===== src/sv/cdu_pkg.sv =====
// Package for the chunk stream deframer: shared types, result codes,
// register indexes and reset values. Depends on nothing.
package cdu_pkg;

    localparam int NUM_STREAMS_DEF = 64;
    localparam int FIFO_DEPTH      = 4;   // power of two
    localparam int STREAM_W        = 17;
    localparam int CFG_INDEX_W     = 2;
    localparam int CFG_DATA_W      = 32;

    localparam logic [16:0] CHUNK_SIZE_RST = 17'd128;
    localparam logic [31:0] ACK_WINDOW_RST = 32'd64000;
    localparam logic [23:0] MAX_LEN_RST    = 24'hFF_FFFF;
    localparam logic [31:0] EXT_TS_MARK    = 32'h00FF_FFFF;
    localparam logic [16:0] ID_BASE        = 17'd64;

    localparam logic [CFG_INDEX_W-1:0] REG_CHUNK_SIZE = 2'd0;
    localparam logic [CFG_INDEX_W-1:0] REG_ACK_WINDOW = 2'd1;
    localparam logic [CFG_INDEX_W-1:0] REG_MAX_LEN    = 2'd2;

    localparam logic [1:0] KIND_PAYLOAD = 2'd0;
    localparam logic [1:0] KIND_EMPTY   = 2'd1;
    localparam logic [1:0] KIND_ERROR   = 2'd2;

    localparam logic [2:0] ERR_NONE      = 3'd0;
    localparam logic [2:0] ERR_MID_MSG   = 3'd1;
    localparam logic [2:0] ERR_NOT_FMT0  = 3'd2;
    localparam logic [2:0] ERR_TOO_LONG  = 3'd3;
    localparam logic [2:0] ERR_ID_RANGE  = 3'd4;

    localparam logic [1:0] FMT_FULL  = 2'd0;
    localparam logic [1:0] FMT_CONT  = 2'd3;

    typedef struct packed {
        logic [16:0] chunk_size;
        logic [31:0] ack_window;
        logic [23:0] max_len;
    } cfg_t;

    typedef struct packed {
        logic [23:0] progress;
        logic [23:0] length;
        logic [7:0]  mtype;
        logic [31:0] msg_id;
        logic [31:0] ts;
        logic [23:0] delta;
    } row_t;

    typedef struct packed {
        logic [1:0]  kind;
        logic [16:0] chunk_stream;
        logic [7:0]  payload_byte;
        logic [7:0]  message_type;
        logic [23:0] message_length;
        logic [31:0] msg_timestamp;
        logic [31:0] message_stream;
        logic        last_of_message;
        logic [2:0]  error_code;
        logic        ack_due;
        logic [31:0] ack_count;
    } result_t;

endpackage


===== src/sv/cdu_fifo.sv =====
// Small synchronous FIFO used as the front byte queue and the result queue.
// Depends on cdu_pkg.
module cdu_fifo #(
    parameter int WIDTH = 8,
    parameter int DEPTH = cdu_pkg::FIFO_DEPTH
) (
    input  logic             aclk,
    input  logic             aresetn,
    input  logic             push,
    input  logic [WIDTH-1:0] din,
    output logic             full,
    input  logic             pop,
    output logic [WIDTH-1:0] dout,
    output logic             not_empty
);
    import cdu_pkg::*;

    localparam int PTR_W = (DEPTH > 1) ? $clog2(DEPTH) : 1;
    localparam int CNT_W = $clog2(DEPTH + 1);

    logic [WIDTH-1:0] mem [DEPTH];
    logic [PTR_W-1:0] wptr_reg, rptr_reg;
    logic [CNT_W-1:0] count_reg;
    logic             do_push, do_pop;

    assign full      = (count_reg == CNT_W'(DEPTH));
    assign not_empty = (count_reg != '0);
    assign do_push   = push && !full;
    assign do_pop    = pop && not_empty;
    assign dout      = mem[rptr_reg];

    always_ff @(posedge aclk) begin
        if (!aresetn) begin
            wptr_reg  <= '0;
            rptr_reg  <= '0;
            count_reg <= '0;
        end else begin
            if (do_push) wptr_reg <= wptr_reg + 1'b1;
            if (do_pop) rptr_reg <= rptr_reg + 1'b1;
            if (do_push && !do_pop) count_reg <= count_reg + 1'b1;
            else if (do_pop && !do_push) count_reg <= count_reg - 1'b1;
        end
    end

    always_ff @(posedge aclk) begin
        if (do_push) mem[wptr_reg] <= din;
    end

    a_count_bound: assert property (@(posedge aclk) disable iff (!aresetn)
        count_reg <= CNT_W'(DEPTH))
        else $error("fifo count over depth");
    a_push_count: assert property (@(posedge aclk) disable iff (!aresetn)
        (do_push && !do_pop) |=> (count_reg == $past(count_reg) + 1'b1))
        else $error("fifo count missed a push");
    a_ptr_gap: assert property (@(posedge aclk) disable iff (!aresetn)
        (count_reg == '0) |-> (wptr_reg == rptr_reg))
        else $error("fifo pointers apart while empty");
endmodule


===== config.mk =====
export PLATFORM = sky130hd
export DESIGN_NAME = cdu_fifo
export DESIGN_NICKNAME = d
export VERILOG_FILES = /design/src/sv/cdu_pkg.sv /design/src/sv/cdu_fifo.sv
export SDC_FILE = /design/constraint.sdc
export NUM_CORES = 1
export LEC_CHECK = 0
export BUFFER_PORTS_ARGS = -buffer_cell sky130_fd_sc_hd__buf_2
export CAP_MARGIN = 20
export CELL_PAD_IN_SITES_DETAIL_PLACEMENT = 1
export CELL_PAD_IN_SITES_GLOBAL_PLACEMENT = 1
export CORE_AREA = 2 2 63 65
export DETAILED_ROUTE_END_ITERATION = 12
export DIE_AREA = 0 0 65 67
export HOLD_SLACK_MARGIN = 0.1
export PLACE_DENSITY = 0.77
export SYNTH_ARGS = -nofsm -noshare
export SYNTH_HDL_FRONTEND = slang
export SYNTH_SLANG_ARGS = --single-unit

===== constraint.sdc =====
create_clock -name aclk -period 2.6 [get_ports aclk]
set_input_delay 0.26 -clock aclk [delete_from_list [all_inputs] [get_ports aclk]]
set_output_delay 0.26 -clock aclk [all_outputs]
set_load 0.02 [all_outputs]

==> flow_summary.yaml, run 1 <==
status:
  outcome: "finished clean"
synthesis:
  async_reset_ff_share_pct: 0
  seq_area_frac_synth_pct: 69.5
  syn_area_sq_um: 1640
  yosysWarnings: 0
  synth_cell_types: 23
  synth_top_family_by_area: "multiplexers"
  yosysTopAreaCellShare_pct: 58.5
  netlist_top_cells_count: "edfxtp_1 (32), dfxtp_1 (9), and2_1 (8), mux4_2 (8), ha_1 (5)"
  synth.avg_cell_area_sq_um: 18.2
  synth_compound_area_share_pct: 2.06
  synth_cells: 90
  synthFlopType: "edfxtp_1"
  synthMuxAreaShare_pct: 12.8
  synthXorXnorAreaFrac_pct: 2.13
  synth-simple-area-share_pct: 6.33
  post-synth-top-count-cell: "edfxtp_1"
  synth_edf_count: 32
  synth-adder-area-share_pct: 5.03
  synthTopCellsByArea: "edfxtp_1 (59%), dfxtp_1 (11%), mux4_2 (11%), ha_1 (3.8%), and2_1 (3.0%)"
  synth-seq-cells: 41
  synth_top_area_cell: "edfxtp_1"
  synth_nets: 108
timing:
  slew_headroom_pct: 64.7
  worstMarginPinSlew_ps: 529
  finalSetupTns_ps: 0
  rsz0062_at_grt: "no"
  fin_crit_ps: 2140
  hold_viol_final: 0
  setup_viol: 0
  slew_violations: 0
  period_share_pct: 82.3
  clock_skew_ps: 5.32
  max_freq_mhz: 467
route:
  wirelength_mm: 2.74
  drc_errors: 0
  drt-pass1-iter-count: 4
  initialDrtViolationCount: 36
  wl_per_cell_um: 16.7
  vias_per_cell: 5.02
  via_count: 824
  drtAntennaViolNets: 0
clocking:
  cts_hold_buffers: 0
  clk_latency_ps: 280
  cts_tree: "built"
  cts_buffer_depth: 2
  cts-resized-gates: 0
  cts.htree.levels: 2
  clkTransAtPathRegs_ps: 80
  cts-buffers-inserted: 5
  cts_setup_buffers: 0
  clock-root-buffer: "clkbuf_8"
  clkSinkCount: 41
worst_setup_path:
  cp-start-kind: "register"
  r2r_end: "count_reg[2]$_SDFFE_PN0P_"
  cp.arrival_ps: 2360
  end_kind: "register"
  critPathKind: "reg -> reg"
  reg2reg_from: "count_reg[0]$_SDFFE_PN0P_"
  reg2reg_depth: 8
  crit_required_ps: 2820
  reg2reg_slack_ps: 460
  critPathMaxFanout: 6
final_layout:
  final_area_sq_um: 1910
  drive_gt1_share_pct: 35.3
  diodes: 0
  area_growth_syn_to_layout_pct: 16.4
  largest_reg_flops: 32
  nets: 133
hold_path:
  holdCritStartpoint: "din[0]"
  hold_path_class: "in -> reg"
  min_path_cells: 1
  hold_end: "mem[0][0]$_DFFE_PP_"
pwr:
  p_leak_uw: 0.000690
  comb_power_share_pct: 26.1
  irDropWorstVdd_mv: 0.441
  intPower_uw: 1370
  switching_power_uw: 568
  p_per_area_nw_per_um2: 1010
  seqPwrFrac_pct: 46.6
  p_sw_share_pct: 29.3
  clkPwrFrac_pct: 27.3
global_routing:
  grt_pass1_wl_mm: 4.64
  grt_max_degree: 14
  grt_usage_pct: 15.5
  antenna_found_initial: 0
  grt-ovfl-total: 0
  grt_pass1_vias: 938
placement:
  hpwl_mm: 2.01
  place_congestion: 0.626
  port_buffers: 21
  dpl_cell_area_sq_um: 1790
die:
  die-width_um: 65
  row_count: 22
  ios: 22
  core_area_sq_um: 3610
  design.die.area_sq_um: 4360
  die_y_um: 67
  start_util_pct: 45.5
job:
  maxCapViolations: 0
cell type report:
cell class                 instances  area, sq um
clock buffer                       6         82.6
inverter                           3         11.3
fill                             356         1700
sequential                        41         1140
multi-input combinational         42          465
timing repair buffer              22          113
clock inverter                     2         37.5
tap                               48         60.1
through the flow:
step | instances | worst slack (ps) | utilization [%] | power (uW) | hold WS (ps)
finish | 164 | 460 | 53.0 | 1940 | 187
global route | 164 | 337 | 53.0 | 2040 | 181
CTS | 164 | 449 | 53.0 | 1970 | 177
detailed placement | 156 | 467 | 49.7 | 1440 | 481
global placement | 156 | 629 | 49.7 | 1410 | 470
floorplan | 90 | 538 | - | 1280 | 359
cell usage in the layout (no fill, tap or decap), types with 2 or more instances in the layout:
cell type / n
nand2_1: 4
nor2b_1: 2
dfxtp_1: 9
inv_1: 3
mux4_2: 8
ha_1: 5
and2_1: 8
xnor2_1: 3
buf_2: 21
clkbuf_8: 6
edfxtp_1: 32
mux2i_1: 3
worst max-delay path by stage:
stage,from,endpoint
floorplan,count_reg[0]$_SDFFE_PN0P_,count_reg[2]$_SDFFE_PN0P_
global placement,count_reg[1]$_SDFFE_PN0P_,count_reg[2]$_SDFFE_PN0P_
detailed placement,count_reg[0]$_SDFFE_PN0P_,count_reg[2]$_SDFFE_PN0P_
CTS,count_reg[0]$_SDFFE_PN0P_,count_reg[2]$_SDFFE_PN0P_
global route,count_reg[0]$_SDFFE_PN0P_,count_reg[2]$_SDFFE_PN0P_
finish,count_reg[0]$_SDFFE_PN0P_,count_reg[2]$_SDFFE_PN0P_
metal layers:
layer	global-route usage [%]	wire length, um
met1	16.9	1080
met2	28.1	1510
met3	4.56	107
met4	6.38	44
met5	0	0
worst max-delay path, cell delays in order (launching register included):
cell      delay [ps]
dfxtp_1          480
nor3b_2           90
nor2b_1          220
ha_1             240
inv_1             60
fa_1             390
xor2_1           160
or3_1            300
a21boi_1         130
power groups by stage:
stage | clock network [uW] | registers, uW | logic, uW
after floorplan | 0 | 862 | 420
after global placement | 0 | 913 | 493
after detailed placement | 0 | 922 | 514
after CTS | 540 | 908 | 518
after global routing | 567 | 923 | 555
final | 528 | 902 | 506
cells by family (layout without fill, tap and decap cells):
| kind of cell | count (synthesis) | in the layout |
|---|---|---|
| AOI/OAI and AO/OA | 4 | 4 |
| xor gates and xnor gates | 4 | 4 |
| adders and majority gates | 6 | 6 |
| buffers and inverters | 7 | 33 |
| DFF | 41 | 41 |
| muxes | 11 | 11 |
| and+or+nand+nor | 17 | 17 |
Power figures use the tool's default switching activity.
==> inputs of run 2 (changes only) <==
==> constraint.sdc (replaced) <==
create_clock -name aclk -period 2.05 [get_ports aclk]
set_input_delay 0.205 -clock aclk [delete_from_list [all_inputs] [get_ports aclk]]
set_output_delay 0.205 -clock aclk [all_outputs]
set_load 0.02 [all_outputs]
==> run 2 against run 1 <==
Compared with the run above:
- via count is 0.97% higher
- register-to-register slack got worse by 370 ps
- combinational power increased by 51%
- global-route usage down 0.16 points
- final area increased by 4.5%
- worst hold slack lost 62 ps
==> flow_summary.yaml, run 2 (same netlist as run 1, synthesis figures left out) <==
die:
  die_y_um: 67
  ios: 22
  die-width_um: 65
  core_area_sq_um: 3610
  design.die.area_sq_um: 4360
  start_util_pct: 45.5
  row_count: 22
worst_setup_path:
  max_stage_delay_ps: 360
  critPathMaxFanout: 6
  critPathKind: "reg -> reg"
  reg2reg_slack_ps: 90
  r2r_end: "count_reg[2]$_SDFFE_PN0P_"
  crit_required_ps: 2270
  reg2reg_depth: 8
  worstPathCellList: "nor3b_2 > nor2b_2 > ha_2 > inv_1 > fa_2 > xor2_1 > or3_1 > a21boi_1"
  reg2reg_from: "count_reg[2]$_SDFFE_PN0P_"
  cp.arrival_ps: 2170
  end_kind: "register"
  cp-start-kind: "register"
  cp_slowest_cell: "dfxtp_2"
final_layout:
  nets: 140
  fin_util_pct: 55.4
  diodes: 0
  largest_reg_flops: 32
  area_growth_syn_to_layout_pct: 21.6
  drive_gt1_share_pct: 43.9
  layout_commonest_cell: "edfxtp_1"
  final_cell_mix: "edfxtp_1 (32), buf_2 (21), mux4_2 (8), buf_4 (8)"
clocking:
  clkSinkCount: 41
  clk_latency_ps: 290
  cts_hold_buffers: 0
  cts-buffers-inserted: 5
  cts.htree.levels: 2
  cts_buffer_depth: 2
  cts_tree: "built"
  clock-root-buffer: "clkbuf_8"
  clkTransAtPathRegs_ps: 80
pwr:
  seqPwrFrac_pct: 42.3
  comb_power_share_pct: 29.2
  irDropWorstVdd_mv: 0.700
  switching_power_uw: 743
  p_leak_uw: 0.000737
  p_per_area_nw_per_um2: 1320
  intPower_uw: 1880
  clkPwrFrac_pct: 28.5
  p_sw_share_pct: 28.3
job:
  maxCapViolations: 0
global_routing:
  grt-ovfl-total: 0
  grt_usage_pct: 15.3
  grt_max_degree: 14
  grt_pass1_vias: 926
  grt_pass1_wl_mm: 4.55
  antenna_found_initial: 0
route:
  vias_per_cell: 4.87
  via_count: 832
  wl_met1_mm: 1.16
  wl_met3_um: 134
  top_layer_used: "met4"
  wl_per_cell_um: 16.6
  wl_met2_mm: 1.51
  drc_errors: 0
  drtAntennaViolNets: 0
  wirelength_mm: 2.84
  initialDrtViolationCount: 50
  drt-pass1-iter-count: 4
timing:
  fin_crit_ps: 1960
  clock_skew_ps: 9.33
  worstMarginPinSlew_ps: 424
  slew_violations: 0
  slew_headroom_pct: 71.7
  setup_viol: 0
  hold_viol_final: 0
  hold_ws_ps: 126
  rsz0062_at_grt: "yes"
  period_share_pct: 95.4
  max_freq_mhz: 511
placement:
  hpwl_mm: 1.90
  port_buffers: 21
  place_congestion: 0.652
status:
  outcome: "finished clean"
hold_path:
  hold_end: "mem[3][5]$_DFFE_PP_"
  min_path_cells: 1
  holdCritStartpoint: "din[5]"
  hold_path_class: "in -> reg"
==> run 2: cell types whose count changed in the layout (fill, tap and decap cells not counted), sizes merged <==
cell      before  now
clkinv         0    1
clkinvlp       1    0
buf           22   29
clkbuf         6    5
bufinv         1    2
==> run 2: worst max-delay path by stage <==
stage,startpoint,cells after the start,end,slack [ps]
global route,count_reg[2]$_SDFFE_PN0P_,8,count_reg[2]$_SDFFE_PN0P_,-10
floorplan,count_reg[1]$_SDFFE_PN0P_,9,count_reg[2]$_SDFFE_PN0P_,20
finish,count_reg[2]$_SDFFE_PN0P_,8,count_reg[2]$_SDFFE_PN0P_,90
CTS,count_reg[2]$_SDFFE_PN0P_,8,count_reg[2]$_SDFFE_PN0P_,10
global placement,count_reg[0]$_SDFFE_PN0P_,7,count_reg[2]$_SDFFE_PN0P_,130
detailed placement,count_reg[0]$_SDFFE_PN0P_,7,count_reg[2]$_SDFFE_PN0P_,20
==> run 2: layer usage <==
layer	vias to the layer above	track usage, %
met1	407	16.3
met5	-	0
met4	0	5.59
met2	20	28.0
met3	5	5.41
li1	400	-
==> run 2: repair_timing <==
| item | CTS | global route |
|---|---|---|
| endpoints found under the setup margin | 1 | 33 |
| setup buffers | 4 | 1 |
| pin swaps | 0 | 2 |
| gates resized for setup | 3 | 3 |
==> run 2: through the flow <==
| stage | instance area [sq um] | total power [uW] | TNS (ps) | std cells | setup WS (ps) |
|---|---|---|---|---|---|
| finish | 2000 | 2630 | 0 | 171 | 93.4 |
| CTS | 1980 | 2640 | 0 | 170 | 14.7 |
| detailed placement | 1810 | 1850 | 0 | 158 | 17.1 |
| global placement | 1810 | 1810 | 0 | 158 | 131 |
| global route | 2000 | 2760 | -10.0 | 171 | -10.0 |
| floorplan | 1640 | 1630 | 0 | 90 | 17.0 |
==> run 2: final cells by class <==
class | instances | area [sq um]
Fill cell | 356 | 1610
Sequential cell | 41 | 1140
Multi-Input combinational cell | 42 | 483
Timing Repair Buffer | 29 | 165
Clock buffer | 5 | 68.8
Clock inverter | 3 | 65.1
Tap cell | 48 | 60.1
Inverter | 3 | 11.3
==> run 2: critical path: cells and delay by family, from the launching register on <==
kind,cells,cell delay [ps]
simple gates,3,610
buf+inv,1,70
flops,1,360
xor+xnor,1,160
compound gates,1,140
fa+ha+maj,2,550
==> run 2: power groups by stage <==
stage | clock network, uW | registers (uW) | logic, uW
after global routing | 800 | 1130 | 834
after global placement | 0 | 1110 | 696
after CTS | 766 | 1110 | 760
after floorplan | 0 | 1090 | 533
final | 750 | 1110 | 766
after detailed placement | 0 | 1120 | 725
==> inputs of run 3 (changes only) <==
--- a/config.mk
+++ b/config.mk
@@ -10,10 +10,12 @@
 export CELL_PAD_IN_SITES_DETAIL_PLACEMENT = 1
 export CELL_PAD_IN_SITES_GLOBAL_PLACEMENT = 1
 export CORE_AREA = 2 2 63 65
+export CTS_CLUSTER_SIZE = 30
 export DETAILED_ROUTE_END_ITERATION = 12
 export DIE_AREA = 0 0 65 67
 export HOLD_SLACK_MARGIN = 0.1
 export PLACE_DENSITY = 0.77
+export SKIP_LAST_GASP = 1
 export SYNTH_ARGS = -nofsm -noshare
 export SYNTH_HDL_FRONTEND = slang
 export SYNTH_SLANG_ARGS = --single-unit
==> constraint.sdc (replaced) <==
create_clock -name aclk -period 2.15 [get_ports aclk]
set_input_delay 0.215 -clock aclk [delete_from_list [all_inputs] [get_ports aclk]]
set_output_delay 0.215 -clock aclk [all_outputs]
set_load 0.02 [all_outputs]
==> run 3 against run 2 <==
Compared with the run above:
- core utilization down 2.9 points
- clock power is 35% lower
- sequential cell count unchanged
- final cell count shrank 3.5%
- first-iteration DRC count fell by 32%
- worst hold slack gained 3.6 ps
- via count shrank 2.9%
- critical path depth down 1
- clock skew down 4.5 ps
- global-route usage shrank 0.32 points
- maximum frequency is 4.0% lower
- critical endpoint unchanged
- largest cell class unchanged
==> flow_summary.yaml, run 3 (same netlist as run 1, synthesis figures left out) <==
status:
  outcome: "finished clean"
global_routing:
  grt_usage_pct: 15.0
  grt_max_degree: 14
  grt-ovfl-total: 0
  antenna_found_initial: 0
  grt_pass1_vias: 926
  grt_pass1_wl_mm: 4.59
final_layout:
  area_growth_syn_to_layout_pct: 15.2
  fin_util_pct: 52.5
  diodes: 0
  nets: 134
  layout_commonest_cell: "edfxtp_1"
  largest_reg_flops: 32
  final_cell_mix: "edfxtp_1 (32), buf_2 (21), mux4_2 (8), and2_1 (8), dfxtp_1 (7)"
  drive_gt1_share_pct: 39.3
  layout.cells.non_filler: 165
  final_area_sq_um: 1890
hold_path:
  holdCritStartpoint: "din[1]"
  min_path_cells: 1
  hold_path_class: "in -> reg"
  hold_end: "mem[0][1]$_DFFE_PP_"
placement:
  dpl_cell_area_sq_um: 1800
  place_congestion: 0.662
  port_buffers: 21
  dp_cells: 157
worst_setup_path:
  reg2reg_slack_ps: 110
  critPathKind: "reg -> reg"
  r2r_end: "count_reg[2]$_SDFFE_PN0P_"
  crit_required_ps: 2380
  cp.arrival_ps: 2270
  reg2reg_depth: 7
  end_kind: "register"
  cp-start-kind: "register"
  reg2reg_from: "count_reg[1]$_SDFFE_PN0P_"
  critPathMaxFanout: 6
clocking:
  cts-buffers-inserted: 5
  cts_tree: "built"
  clkSinkCount: 41
  clock-root-buffer: "clkbuf_8"
  clkTransAtPathRegs_ps: 80
  cts.htree.levels: 2
  cts_setup_buffers: 0
  clk_latency_ps: 290
  cts_buffer_depth: 2
  cts_hold_buffers: 0
die:
  die-width_um: 65
  start_util_pct: 45.5
  row_count: 22
  core_area_sq_um: 3610
  design.die.area_sq_um: 4360
  ios: 22
  die_y_um: 67
route:
  vias_per_cell: 4.90
  wirelength_mm: 2.75
  drc_errors: 0
  initialDrtViolationCount: 34
  drt-pass1-iter-count: 3
  via_count: 808
  wl_per_cell_um: 16.7
  drtAntennaViolNets: 0
timing:
  clock_skew_ps: 4.80
  rsz0062_at_grt: "no"
  slew_headroom_pct: 69.5
  setup_viol: 0
  fin_crit_ps: 2040
  hold_viol_final: 0
  finalSetupTns_ps: 0
  worstMarginPinSlew_ps: 458
  max_freq_mhz: 490
  period_share_pct: 94.8
  slew_violations: 0
pwr:
  fin_total_pwr_uw: 2220
  p_per_area_nw_per_um2: 1170
  irDropWorstVdd_mv: 0.722
  p_leak_uw: 0.000683
job:
  maxCapViolations: 0
-- run 3: worst max-delay path by stage --
stage / startpoint / to / slack, ps
global placement: count_reg[1]$_SDFFE_PN0P_ / count_reg[2]$_SDFFE_PN0P_ / 180
CTS: count_reg[0]$_SDFFE_PN0P_ / count_reg[2]$_SDFFE_PN0P_ / 10
finish: count_reg[1]$_SDFFE_PN0P_ / count_reg[2]$_SDFFE_PN0P_ / 110
detailed placement: count_reg[0]$_SDFFE_PN0P_ / count_reg[2]$_SDFFE_PN0P_ / 40
floorplan: count_reg[0]$_SDFFE_PN0P_ / count_reg[2]$_SDFFE_PN0P_ / 90
global route: count_reg[2]$_SDFFE_PN0P_ / count_reg[2]$_SDFFE_PN0P_ / 3
-- run 3: critical path: stages, from the launching register on --
cell      delay (ps)
dfxtp_2          360
o31ai_2          310
ha_2             240
inv_1             50
fa_1             380
xor2_1           170
or3_1            310
a21boi_1         150
-- run 3: layout make-up --
| class | count | area, sq um |
|---|---|---|
| fill | 352 | 1710 |
| sequential | 41 | 1140 |
| multi-input combinational | 42 | 470 |
| timing repair buffer | 23 | 120 |
| clock buffer | 5 | 68.8 |
| tap | 48 | 60.1 |
| clock inverter | 3 | 17.5 |
| inverter | 3 | 11.3 |
-- run 3: what timing repair did --
action | CTS | global route
resized for setup | 0 | 4
endpoints found under the setup margin | 0 | 1
endpoints found under the hold margin | 0 | 0
-- run 3: layer usage --
layer  up-vias  track usage [%]  share of wire (%)
met3         7             4.39                5.1
met4         0             7.18                2.0
met5         -                0                  0
li1        389                -                  -
met2        20             25.8                 52
met1       392             17.2                 41
-- run 3: metrics by stage --
stage,hold WS [ps],setup slack [ps]
finish,129,111
global route,131,2.51
CTS,124,12.8
detailed placement,434,39.6
global placement,425,179
floorplan,314,88.0
-- run 3: power by group --
group / total (uW) / switching [uW] / internal, uW
registers: 1060 / 81.3 / 978
clock network: 489 / 265 / 224
logic: 670 / 351 / 319
